## config.mk

```make
export PLATFORM = sky130hd
export DESIGN_NAME = bqc_ram
export DESIGN_NICKNAME = d
export VERILOG_FILES = /design/src/sv/bqc_ram.sv
export SDC_FILE = /design/constraint.sdc
export NUM_CORES = 2
export LEC_CHECK = 0
export BUFFER_PORTS_ARGS = -buffer_cell sky130_fd_sc_hd__clkbuf_2
export CAP_MARGIN = 5
export CORE_MARGIN = 1
export CORE_UTILIZATION = 39
export CTS_CLUSTER_SIZE = 40
export DETAILED_ROUTE_END_ITERATION = 12
export GPL_ROUTABILITY_DRIVEN = 0
export GPL_TIMING_DRIVEN = 1
export PLACE_DENSITY = 0.56
export SETUP_SLACK_MARGIN = 0.02
export SYNTH_ARGS = -nofsm -noshare
export SYNTH_HDL_FRONTEND = slang
export SYNTH_SLANG_ARGS = --single-unit
export TNS_END_PERCENT = 100
```

## constraint.sdc

```tcl
create_clock -name i_clk -period 8.1 [get_ports i_clk]
set_clock_uncertainty 0.1 [all_clocks]
set_input_delay 0.81 -clock i_clk [delete_from_list [all_inputs] [get_ports i_clk]]
set_output_delay 0.81 -clock i_clk [all_outputs]
set_load 0.01 [all_outputs]
```

## src/sv/bqc_ram.sv

```systemverilog
// ----------------------------------------------------------------------------
// bqc_ram
// Generic simple dual-port RAM: one write port, one read port, registered read.
// ----------------------------------------------------------------------------
module bqc_ram #(
    parameter int WIDTH = 32,
    parameter int DEPTH = 64,
    parameter int AW    = (DEPTH > 1) ? $clog2(DEPTH) : 1
) (
    input  logic             i_clk,
    input  logic             i_we,
    input  logic [AW-1:0]    i_waddr,
    input  logic [WIDTH-1:0] i_wdata,
    input  logic             i_re,
    input  logic [AW-1:0]    i_raddr,
    output logic [WIDTH-1:0] o_rdata
);

    logic [WIDTH-1:0] r_mem [DEPTH];
    logic [WIDTH-1:0] r_rdata;

    always_ff @(posedge i_clk) begin
        if (i_we) begin
            r_mem[i_waddr] <= i_wdata;
        end
        if (i_re) begin
            r_rdata <= r_mem[i_raddr];
        end
    end

    assign o_rdata = r_rdata;

endmodule

```

==> impl_summary.txt <==
----------------------------------------------------
[Clocking]
  TritonCTS Buffers ... between 200 and 250
  Buffer depth of the longest clock path ... 3
  Clock latency on the worst-skew pair ... 830 ps
  Setup Fix Bufs, Post-CTS ... 0
  PostCTS Resize Cnt ... 0
  Root Buffer Master ... clkbuf_16
  Clock slew seen by the registers of the worst setup and hold paths ... ~60 ps
  Sinks on Clock Net ... approximately 2100
  H-tree depth ... 4
  Clock tree from TritonCTS ... done
  Cts-stage hold buffer count ... 0

[Critical path]
  Category of the critical setup timing path ... in -> reg
  Cell type group with the largest total delay on the critical path ... buffers and inverters
  Arrival @ worst endpoint ... 4610 ps
  Startpoint types ... input port
  Crit path depth ... 7
  Sort of element at the end of the critical path ... flip-flop
  Worst endpoint required time ... ~8600 ps
  Critical path endpoint ... o_rdata[10]$_DFFE_PP_
  Standard cell with the maximum stage delay on the critical path ... o22ai_1
  Cell type with the highest occurrence count on the critical path ... mux4_2
  Buffering stage count on the worst path with inverters included ... 3
  Launch point of the worst reg-to-reg path ... r_mem[18][10]$_DFFE_PP_
  Internal reg-to-reg setup slack ... about 5400 ps
  Cell-by-cell trace of the critical path ... buf_8 -> buf_12 -> buf_4 -> mux4_2 -> mux4_2 -> o22ai_1 -> nor2_1
  Biggest fanout along the worst timing path ... slightly below 70
  R2R cell count ... 4
  Worst R2R End ... o_rdata[10]$_DFFE_PP_
  Crit path largest cell delay ... 780 ps
  Timing startpoint of the critical path ... i_raddr[0]

[Placed design]
  Detailed-placement wirelength estimate ... 106000 microns
  Number of input and output port buffers inserted ... 78

[Floorplan]
  Die area ... between 200000 and 250000 sq um
  Die Y ... 452 microns
  Top-level port count ... 79
  Die X-Extent ... 452 microns
  Standard-cell row count ... roughly 160
  Initial core utilization ... 0.394
  Placeable core area ... roughly 200000 sq um

[Power]
  Peak supply drop ... 0.000182 V
  Leakage ... 27.6 nW
  Power per Cell Area ... 247 nW/um^2

[Global routing]
  Vias in the first global route ... 37300
  Combined global-route utilization of all metal layers ... 0.205
  Initial antenna violation count ... 11
  Residual overflow from global routing ... 0
  Largest net degree at the start of global routing ... ~100
  Global-route wire length before repair ... between 200000 and 300000 microns

[STA]
  Count of endpoints failing setup in the final report ... 0
  Remaining max-slew budget at the tightest pin ... 0.170
  Setup repair after global routing missed its margin ... false
  Time the final worst path needs with I/O delays and setup ... about 4200 ps
  Fin Setup TNS ... 0 ps
  Number of hold violations in the final report ... 0
  Final Max Tran Viols ... 0
  Achievable frequency ... 240 MHz
  Fraction of the cycle the final worst path needs ... 0.514
  Actual slew at the worst max-slew pin ... ~1200 ps
  Worst hold slack ... about 490 ps

[Min path]
  Hold Path Depth ... 2
  Class of the most critical hold timing path ... in -> reg
  Launch point of the worst hold path ... i_wdata[26]

[Synthesis]
  Leading area contributor after synthesis ... edfxtp_1
  Fraction of registers with async set or reset after synthesis ... 0
  Netlist cell types ... 33
  Post-synth top area share ... 0.792
  Avg Cell Area, Syn ... roughly 24 sq um
  Ys Warns ... 0
  Number of standard cells after synthesis ... between 3000 and 4000
  Top-count cell post-synth ... edfxtp_1
  Post-synthesis sequential area ratio ... 0.792
  Number of enable-type register cells in the synthesized netlist ... 2080
  Net count after synthesis ... approximately 3400
  Flip-flop and latch count after synthesis ... ~2100
  Leading register cell type out of synthesis ... edfxtp_1
  Top post-synthesis cells by area ... edfxtp_1 (79%), mux4_2 (16%), mux2i_1 (1.2%)
  Top cell types by occurrence after synthesis ... edfxtp_1 (2080), mux4_2 (544), nor2_1 (137), mux2i_1 (93), o22ai_1 (84)
  Post-Syn Area ... between 70000 and 80000 sq um

[Drt]
  Vias ... between 30000 and 40000
  Via count normalized by instance count ... 5.72
  TritonRoute pass-1 iters ... 5
  Routed wire per std cell ... ~33 microns
  Wire length reported by the detailed router ... ~210000 microns
  Post-detailed-route DRC marker count ... 0
  Drt first-iter violations ... between 4000 and 5000
  Count of antenna-violating nets left after detailed routing ... 0

[Cells and area]
  Fill cells ... between 15000 and 20000
  Fraction of layout instances using a drive strength above 1 ... 0.295
  Layout overhead on the synthesized area ... 13.8%
  Area of the multi-input gates ... 16000 sq um
  Nets@finish ... roughly 3600
  Reg area ... about 62000 sq um

[Status]
  Status ... finished, final reports clean

[Run]
  Max-cap violations ... 0

----------------------------------------------------
-- worst reg2reg max path, stage by stage (launching register included) --
cell	delay (ps)
edfxtp_1	380
mux4_2	480
mux4_2	530
o22ai_1	780
nor2_1	140
-- cell usage in the layout, fill, tap and decap left out, types with 4 or more instances in the layout --
| master | instances |
|---|---|
| edfxtp_1 | 2080 |
| mux4_2 | 544 |
| clkbuf_16 | 211 |
| buf_4 | 122 |
| mux2i_1 | 93 |
| o22ai_1 | 84 |
| nor2_1 | 74 |
| clkbuf_2 | 74 |
| a21oi_1 | 62 |
| nor2_4 | 62 |
| clkinv_1 | 60 |
| clkbuf_1 | 46 |
| clkinv_2 | 38 |
| o221ai_1 | 27 |
| nand2_1 | 26 |
| nor2b_1 | 15 |
| a22oi_1 | 12 |
| bufinv_16 | 10 |
| buf_12 | 9 |
| a311oi_1 | 8 |
| nand2b_1 | 7 |
| clkinv_8 | 6 |
| nand3b_1 | 5 |
| nor3_1 | 5 |
| nand3_1 | 5 |
| clkinvlp_4 | 5 |
| diode_2 | 4 |
| and3_1 | 4 |
| a41o_1 | 4 |
| o32ai_1 | 4 |
| inv_6 | 4 |
-- metrics by stage --
step	cells	power, mW	util	setup WS [ps]	area [sq um]
final	6397	22.2	0.448	3930	89800
after global routing	6395	22.8	0.448	3880	89700
after CTS	6393	22.4	0.448	3940	89700
after detailed placement	6007	13.3	0.416	3020	83300
after global placement	6007	13.3	0.416	2980	83300
after floorplan	3324	12.8	-	4030	78800
-- state kept, by name, indices dropped and copies added, names as in the netlist --
| name | count |
|---|---|
| o_rdata | 32 |
| r_mem | 2048 |
-- power by group --
group / internal (mW) / switching (mW) / total [mW]
sequential: 11.9 / 0.0407 / 12.0
clock: 5.10 / 4.06 / 9.17
combinational: 0.388 / 0.665 / 1.05
total: 17.4 / 4.77 / 22.2
-- layer usage --
| layer | wire length, microns | GRT usage | part of all wire |
|---|---|---|---|
| met1 | 86900 | 0.282 | 0.41 |
| met2 | 102000 | 0.331 | 0.49 |
| met3 | 14700 | 0.0381 | 0.070 |
| met4 | 5840 | 0.0638 | 0.028 |
| met5 | 35 | 0 | 0.00017 |
-- cell families (layout without fill, tap and decap cells) --
family	Yosys count	after routing	share of synthesized area
other	0	4	0
muxes	637	637	0.167
DFF	2080	2080	0.792
buffers and inverters	182	595	0.0112
and+or+nand+nor	223	223	0.0126
AOI/OAI and AO/OA	202	202	0.0167
-- worst min path at each step --
| stage | to |
|---|---|
| global placement | o_rdata[8]$_DFFE_PP_ |
| floorplan | o_rdata[17]$_DFFE_PP_ |
| global route | r_mem[8][28]$_DFFE_PP_ |
| CTS | r_mem[54][20]$_DFFE_PP_ |
| finish | r_mem[9][26]$_DFFE_PP_ |
| detailed placement | o_rdata[8]$_DFFE_PP_ |
-- cell type report --
| cell class | count | area share |
|---|---|---|
| flip-flops and latches | 2080 | 0.696 |
| well taps | 2656 | 0.0370 |
| clock buffers | 257 | 0.0608 |
| clock inverters | 129 | 0.0113 |
| repair buffers | 209 | 0.0170 |
| multi-input cells | 1062 | 0.178 |
| diodes | 4 | 0.000112 |
(Power assumes the default switching activity.)
