--- config.mk ---
export PLATFORM = sky130hd
export DESIGN_NAME = bqc_mac
export DESIGN_NICKNAME = d
export VERILOG_FILES = /design/src/sv/bqc_pkg.sv /design/src/sv/bqc_mac.sv
export SDC_FILE = /design/constraint.sdc
export NUM_CORES = 2
export LEC_CHECK = 0
export BUFFER_PORTS_ARGS = -buffer_cell sky130_fd_sc_hd__buf_4
export CORE_UTILIZATION = 40
export CTS_CLUSTER_SIZE = 10
export DETAILED_ROUTE_END_ITERATION = 12
export PLACE_DENSITY = 0.54
export SLEW_MARGIN = 20
export SYNTH_ARGS = -nofsm -noshare
export SYNTH_HDL_FRONTEND = slang
export SYNTH_SLANG_ARGS = --single-unit
--- constraint.sdc ---
create_clock -name i_clk -period 13.68 [get_ports i_clk]
set_clock_uncertainty 0.05 [all_clocks]
set_input_delay 2.052 -clock i_clk [delete_from_list [all_inputs] [get_ports i_clk]]
set_output_delay 2.052 -clock i_clk [all_outputs]
set_load 0.01 [all_outputs]
--- src/sv/bqc_pkg.sv ---
// ----------------------------------------------------------------------------
// bqc_pkg
// Shared constants, control type and saturation helper for the biquad core.
// ----------------------------------------------------------------------------
package bqc_pkg;

    localparam int MAX_BIQUADS        = 16;
    localparam int COEFS_PER_SECTION  = 7;
    localparam int DELAYS_PER_SECTION = 4;

    localparam int ACC_W    = 67;
    localparam int Y_SHIFT  = 30;
    localparam int GAIN_FRAC = 14;
    localparam int SAT_W    = 72;

    localparam logic signed [ACC_W-1:0] ROUND_Y = ACC_W'(64'sd1 <<< 29);

    typedef struct packed {
        logic ld_shift;
        logic ld_gain;
        logic mul_gain;
        logic prod_en;
        logic acc_clr;
        logic acc_en;
        logic y_en;
        logic v_en;
    } t_mac_ctl;

    function automatic logic signed [31:0] sat32(input logic signed [SAT_W-1:0] v);
        logic fits;
        fits = (v[SAT_W-1:31] == '0) || (v[SAT_W-1:31] == '1);
        if (fits) begin
            return v[31:0];
        end else if (v[SAT_W-1]) begin
            return 32'sh8000_0000;
        end else begin
            return 32'sh7fff_ffff;
        end
    endfunction

endpackage

--- src/sv/bqc_mac.sv ---
// ----------------------------------------------------------------------------
// bqc_mac
// Shared 32x32 multiplier, five-term accumulator, Q2.30 rounding to y and
// gain scaling with rounded variable shift; both results saturated.
// ----------------------------------------------------------------------------
module bqc_mac (
    input  logic               i_clk,
    input  bqc_pkg::t_mac_ctl  i_ctl,
    input  logic signed [31:0] i_coef,
    input  logic signed [31:0] i_opnd,
    output logic signed [31:0] o_y,
    output logic signed [31:0] o_v
);

    import bqc_pkg::*;

    logic signed [63:0]      r_prod;
    logic signed [ACC_W-1:0] r_acc;
    logic signed [31:0]      r_y;
    logic signed [31:0]      r_v;
    logic [4:0]              r_shift;
    logic signed [31:0]      r_gain;

    logic signed [31:0]      mul_a;
    logic signed [31:0]      mul_b;
    logic signed [63:0]      n_prod;
    logic signed [ACC_W-1:0] acc_rnd;
    logic signed [ACC_W-1:0] acc_sh;
    logic [4:0]              n_shift;
    logic [5:0]              sb;
    logic signed [64:0]      rnd;
    logic signed [64:0]      scaled;

    assign mul_a  = i_ctl.mul_gain ? r_gain : i_coef;
    assign mul_b  = i_ctl.mul_gain ? r_y    : i_opnd;
    assign n_prod = mul_a * mul_b;

    assign acc_rnd = r_acc + ROUND_Y;
    assign acc_sh  = acc_rnd >>> Y_SHIFT;

    always_comb begin
        if (i_coef[31]) begin
            n_shift = 5'd0;
        end else if (i_coef > 32'sd31) begin
            n_shift = 5'd31;
        end else begin
            n_shift = i_coef[4:0];
        end
    end

    assign sb     = 6'(GAIN_FRAC) + {1'b0, r_shift};
    assign rnd    = $signed(65'd1 << (sb - 6'd1));
    assign scaled = (65'(r_prod) + rnd) >>> sb;

    always_ff @(posedge i_clk) begin
        if (i_ctl.prod_en) begin
            r_prod <= n_prod;
        end
        if (i_ctl.acc_clr) begin
            r_acc <= '0;
        end else if (i_ctl.acc_en) begin
            r_acc <= r_acc + ACC_W'(r_prod);
        end
        if (i_ctl.y_en) begin
            r_y <= sat32(SAT_W'(acc_sh));
        end
        if (i_ctl.v_en) begin
            r_v <= sat32(SAT_W'(scaled));
        end
        if (i_ctl.ld_shift) begin
            r_shift <= n_shift;
        end
        if (i_ctl.ld_gain) begin
            r_gain <= i_coef;
        end
    end

    assign o_y = r_y;
    assign o_v = r_v;

endmodule

==> run_results.csv <==
group,metric,value,unit
setup_path,timing.critical_path.required,13960,ps
timing,clock.fmax,83.5,MHz
routing,drt_first_iter_violations,4454,
timing,report.final.slew_viol_count,0,
timing,setup_viol_count_final,0,
setup_path,slowest_stage,"sky130_fd_sc_hd__mux2i_2",
clock_network,clock_latency_late_sink,610,ps
clock_network,number_of_clock_buffers_inserted_by_tritoncts,34,
synthesis,mappedNetlistArea,58200,um2
status,outcome,"complete, but fails checks",
floorplanning,fp.dieArea,147000,um2
setup_path,worst_setup_path_end_kind,"register",
synthesis,yosys_most_used_dff,"sky130_fd_sc_hd__edfxtp_1",
routing,drt_first_pass_iters,12,
setup_path,worst_path_most_repeated_cell,"sky130_fd_sc_hd__fa_1",
floorplanning,core_region_area,144000,um2
timing,finalHoldViolations,0,
grt,antenna_violations_before_repair,14,
floorplanning,initial_core_util,40.4,%
synthesis,synth_async_sr_flop_share,0,%
final_layout,layout_common_cells,"1,084 x sky130_fd_sc_hd__fa_1, 1,052 x sky130_fd_sc_hd__inv_1, 899 x sky130_fd_sc_hd__nor2_1",
final_layout,final_common_cell,"sky130_fd_sc_hd__fa_1",
synthesis,ys_types,100,
clock_network,ctsHtreeMaxLevel,2,
synthesis,number_of_flops_mapped_to_enable_cells_by_yosys,165,
routing,wire_per_inst,25.8,um
setup_path,timing.critical_path.arrival,12260,ps
final_layout,areaGrowthSynthToFinish,8.13,%
timing,finalSetupTns,0,ps
status,failing_checks,"DRC",
grt,globalRoute.totalOverflow,0,
synthesis,syn_area_per_cell,8.70,um2
floorplanning,rows,139,
synthesis,synth-seq-cells,232,
grt,grt_start_max_net_pins,74,
clock_network,cts_root_buf,"sky130_fd_sc_hd__clkbuf_16",
clock_network,cts_repair_resize_count,0,
synthesis,syn_inst,6689,
clock_network,holdBufCountCts,0,
final_layout,drive_gt1_share,7.56,%
clock_network,cts_num_sinks,232,
placed_design,place_hpwl,186000,um
timing,min_period,11980,ps
routing,route.vias.total,49348,
clock_network,maximum_root_to_sink_buffer_count,3,
floorplanning,dieHeight,383,um
floorplanning,io-pin-count,137,
flow_run,timing.max_cap.violations,0,
setup_path,critical_path.max_stage_delay,610,ps
routing,wl,222000,um
setup_path,setup.worst_path.class,"input port to register",
timing,worst_slew_margin_rel,19.1,%
setup_path,cp-start-kind,"input port",
timing,tightestPinTransition,1190,ps
synthesis,synth_seq_area_share,10.8,%
floorplanning,die_w,383,um
clock_network,cts_post_setup_buffers_inserted,0,
setup_path,timing.critical_path.fanout_max,36,
placed_design,port_buffers,136,
final_layout,net_count_reported_at_finish,8175,
min_path,min_path_type,"register to register",
placed_design,routabilityCongestion,1.01,
timing,rsz0062_at_grt,"no",
routing,ant_nets,0,
grt,grt_util_all_layers,30.6,%
synthesis,yosysWarningCount,0,
grt,grt_pass1_vias,51284,
clock_network,clock_input_transition_at_the_sequential_cells_of_the_worst_setup_and_hold_paths,50,ps
timing,final_min_period_over_clock_period,87.6,%
grt,grt_first_pass_wirelength,334000,um
routing,drt_drc_violations_left,42,
clock_network,tritoncts_clock_tree,"built",
routing,post_drt_via_cell_ratio,5.72,
## cell type report
type	instances	area [um2]
Antenna cell	6	15.0
Clock buffer	50	992
Clock inverter	11	168
Fill cell	14449	81100
Inverter	1055	3960
Multi-Input combinational cell	5093	47000
Sequential cell	232	6300
Tap cell	1903	2380
Timing Repair Buffer	283	2140
## Yosys cell counts (all sizes together), types with 17 or more instances
cell type / number / share of area, %
o21bai: 27 / 0.35
nand2: 798 / 5.1
a211o: 22 / 0.33
nand4: 56 / 0.60
and2: 28 / 0.30
a21o: 105 / 1.4
a21oi: 273 / 2.4
edfxtp: 165 / 8.5
o221ai: 22 / 0.34
dfxtp: 67 / 2.3
nand3: 66 / 0.57
mux2i: 215 / 3.7
clkbuf: 238 / 1.5
a31oi: 25 / 0.29
xnor2: 143 / 2.2
a221oi: 17 / 0.27
nor2b: 22 / 0.24
inv: 1054 / 6.8
a211oi: 52 / 0.69
buf: 78 / 0.63
o21a: 35 / 0.45
fa: 1084 / 37
nand2b: 33 / 0.35
nor2: 900 / 5.8
o21ai: 249 / 2.1
o22ai: 23 / 0.25
mux2: 82 / 1.6
o211ai: 36 / 0.51
nor3: 66 / 0.57
or3: 21 / 0.23
ha: 319 / 6.9
and3: 41 / 0.44
o31ai: 17 / 0.22
nor4: 18 / 0.21
xor2: 74 / 1.1
## worst paths after layout
| check | start | to | cells past startpoint | slack [ps] |
|---|---|---|---|---|
| max | i_ctl[5] | r_prod[61] | 33 | 1700 |
| max reg2reg | r_shift[1] | o_v[1] | 27 | 2760 |
| min reg2reg | r_acc[4] | r_acc[4] | 2 | 420 |
| min | r_acc[4] | r_acc[4] | 2 | 420 |
## logic make-up (layout without fill, tap and decap cells)
| group | after synthesis | count (layout) | share of synthesized area (%) |
|---|---|---|---|
| compound gates | 1066 | 1066 | 12.2 |
| fa+ha+maj | 1403 | 1403 | 44.1 |
| mux | 304 | 304 | 5.55 |
| xor+xnor | 217 | 217 | 3.26 |
| simple gates | 2095 | 2095 | 15.1 |
| other cells | 1 | 14 | 0.00644 |
| flops | 232 | 232 | 10.8 |
| buf+inv | 1371 | 1399 | 8.97 |
## sequential cells by signal (all words and copies together) (netlist names)
signal and flops:
r_acc 67, o_v 32, r_gain 32, o_y 32
r_shift 5, r_prod 64
## per-layer routing
layer | wire [um] | up-vias | GRT usage [%]
li1 | - | 21689 | -
met1 | 92200 | 25028 | 40.5
met2 | 100000 | 2167 | 48.7
met3 | 18700 | 456 | 5.92
met4 | 11300 | 8 | 13.4
met5 | 53 | - | 0
## through the flow
| stage | util, % | worst slack [ps] | hold WS, ps | instance area, um2 | instances |
|---|---|---|---|---|---|
| floorplan | - | 2280 | 395 | 58200 | 6696 |
| global placement | 42.9 | 1320 | 402 | 61800 | 8565 |
| detailed placement | 42.9 | 1190 | 410 | 61800 | 8566 |
| CTS | 43.7 | 1810 | 419 | 62900 | 8627 |
| global route | 43.7 | 1230 | 451 | 62900 | 8628 |
| finish | 43.7 | 1700 | 418 | 62900 | 8633 |
## worst max-delay path, delay by kind of cell
| family | cells | cell delay, ps |
|---|---|---|
| AOI/OAI and AO/OA | 10 | 2830 |
| muxes | 1 | 610 |
| adders and majority gates | 9 | 4370 |
| xor gates and xnor gates | 1 | 80 |
| buffers and inverters | 8 | 1610 |
| and+or+nand+nor | 4 | 560 |
Power is left out: the tool's default activity adds up to more than one toggle a clock period on the data nets, which glitch-free logic cannot reach.
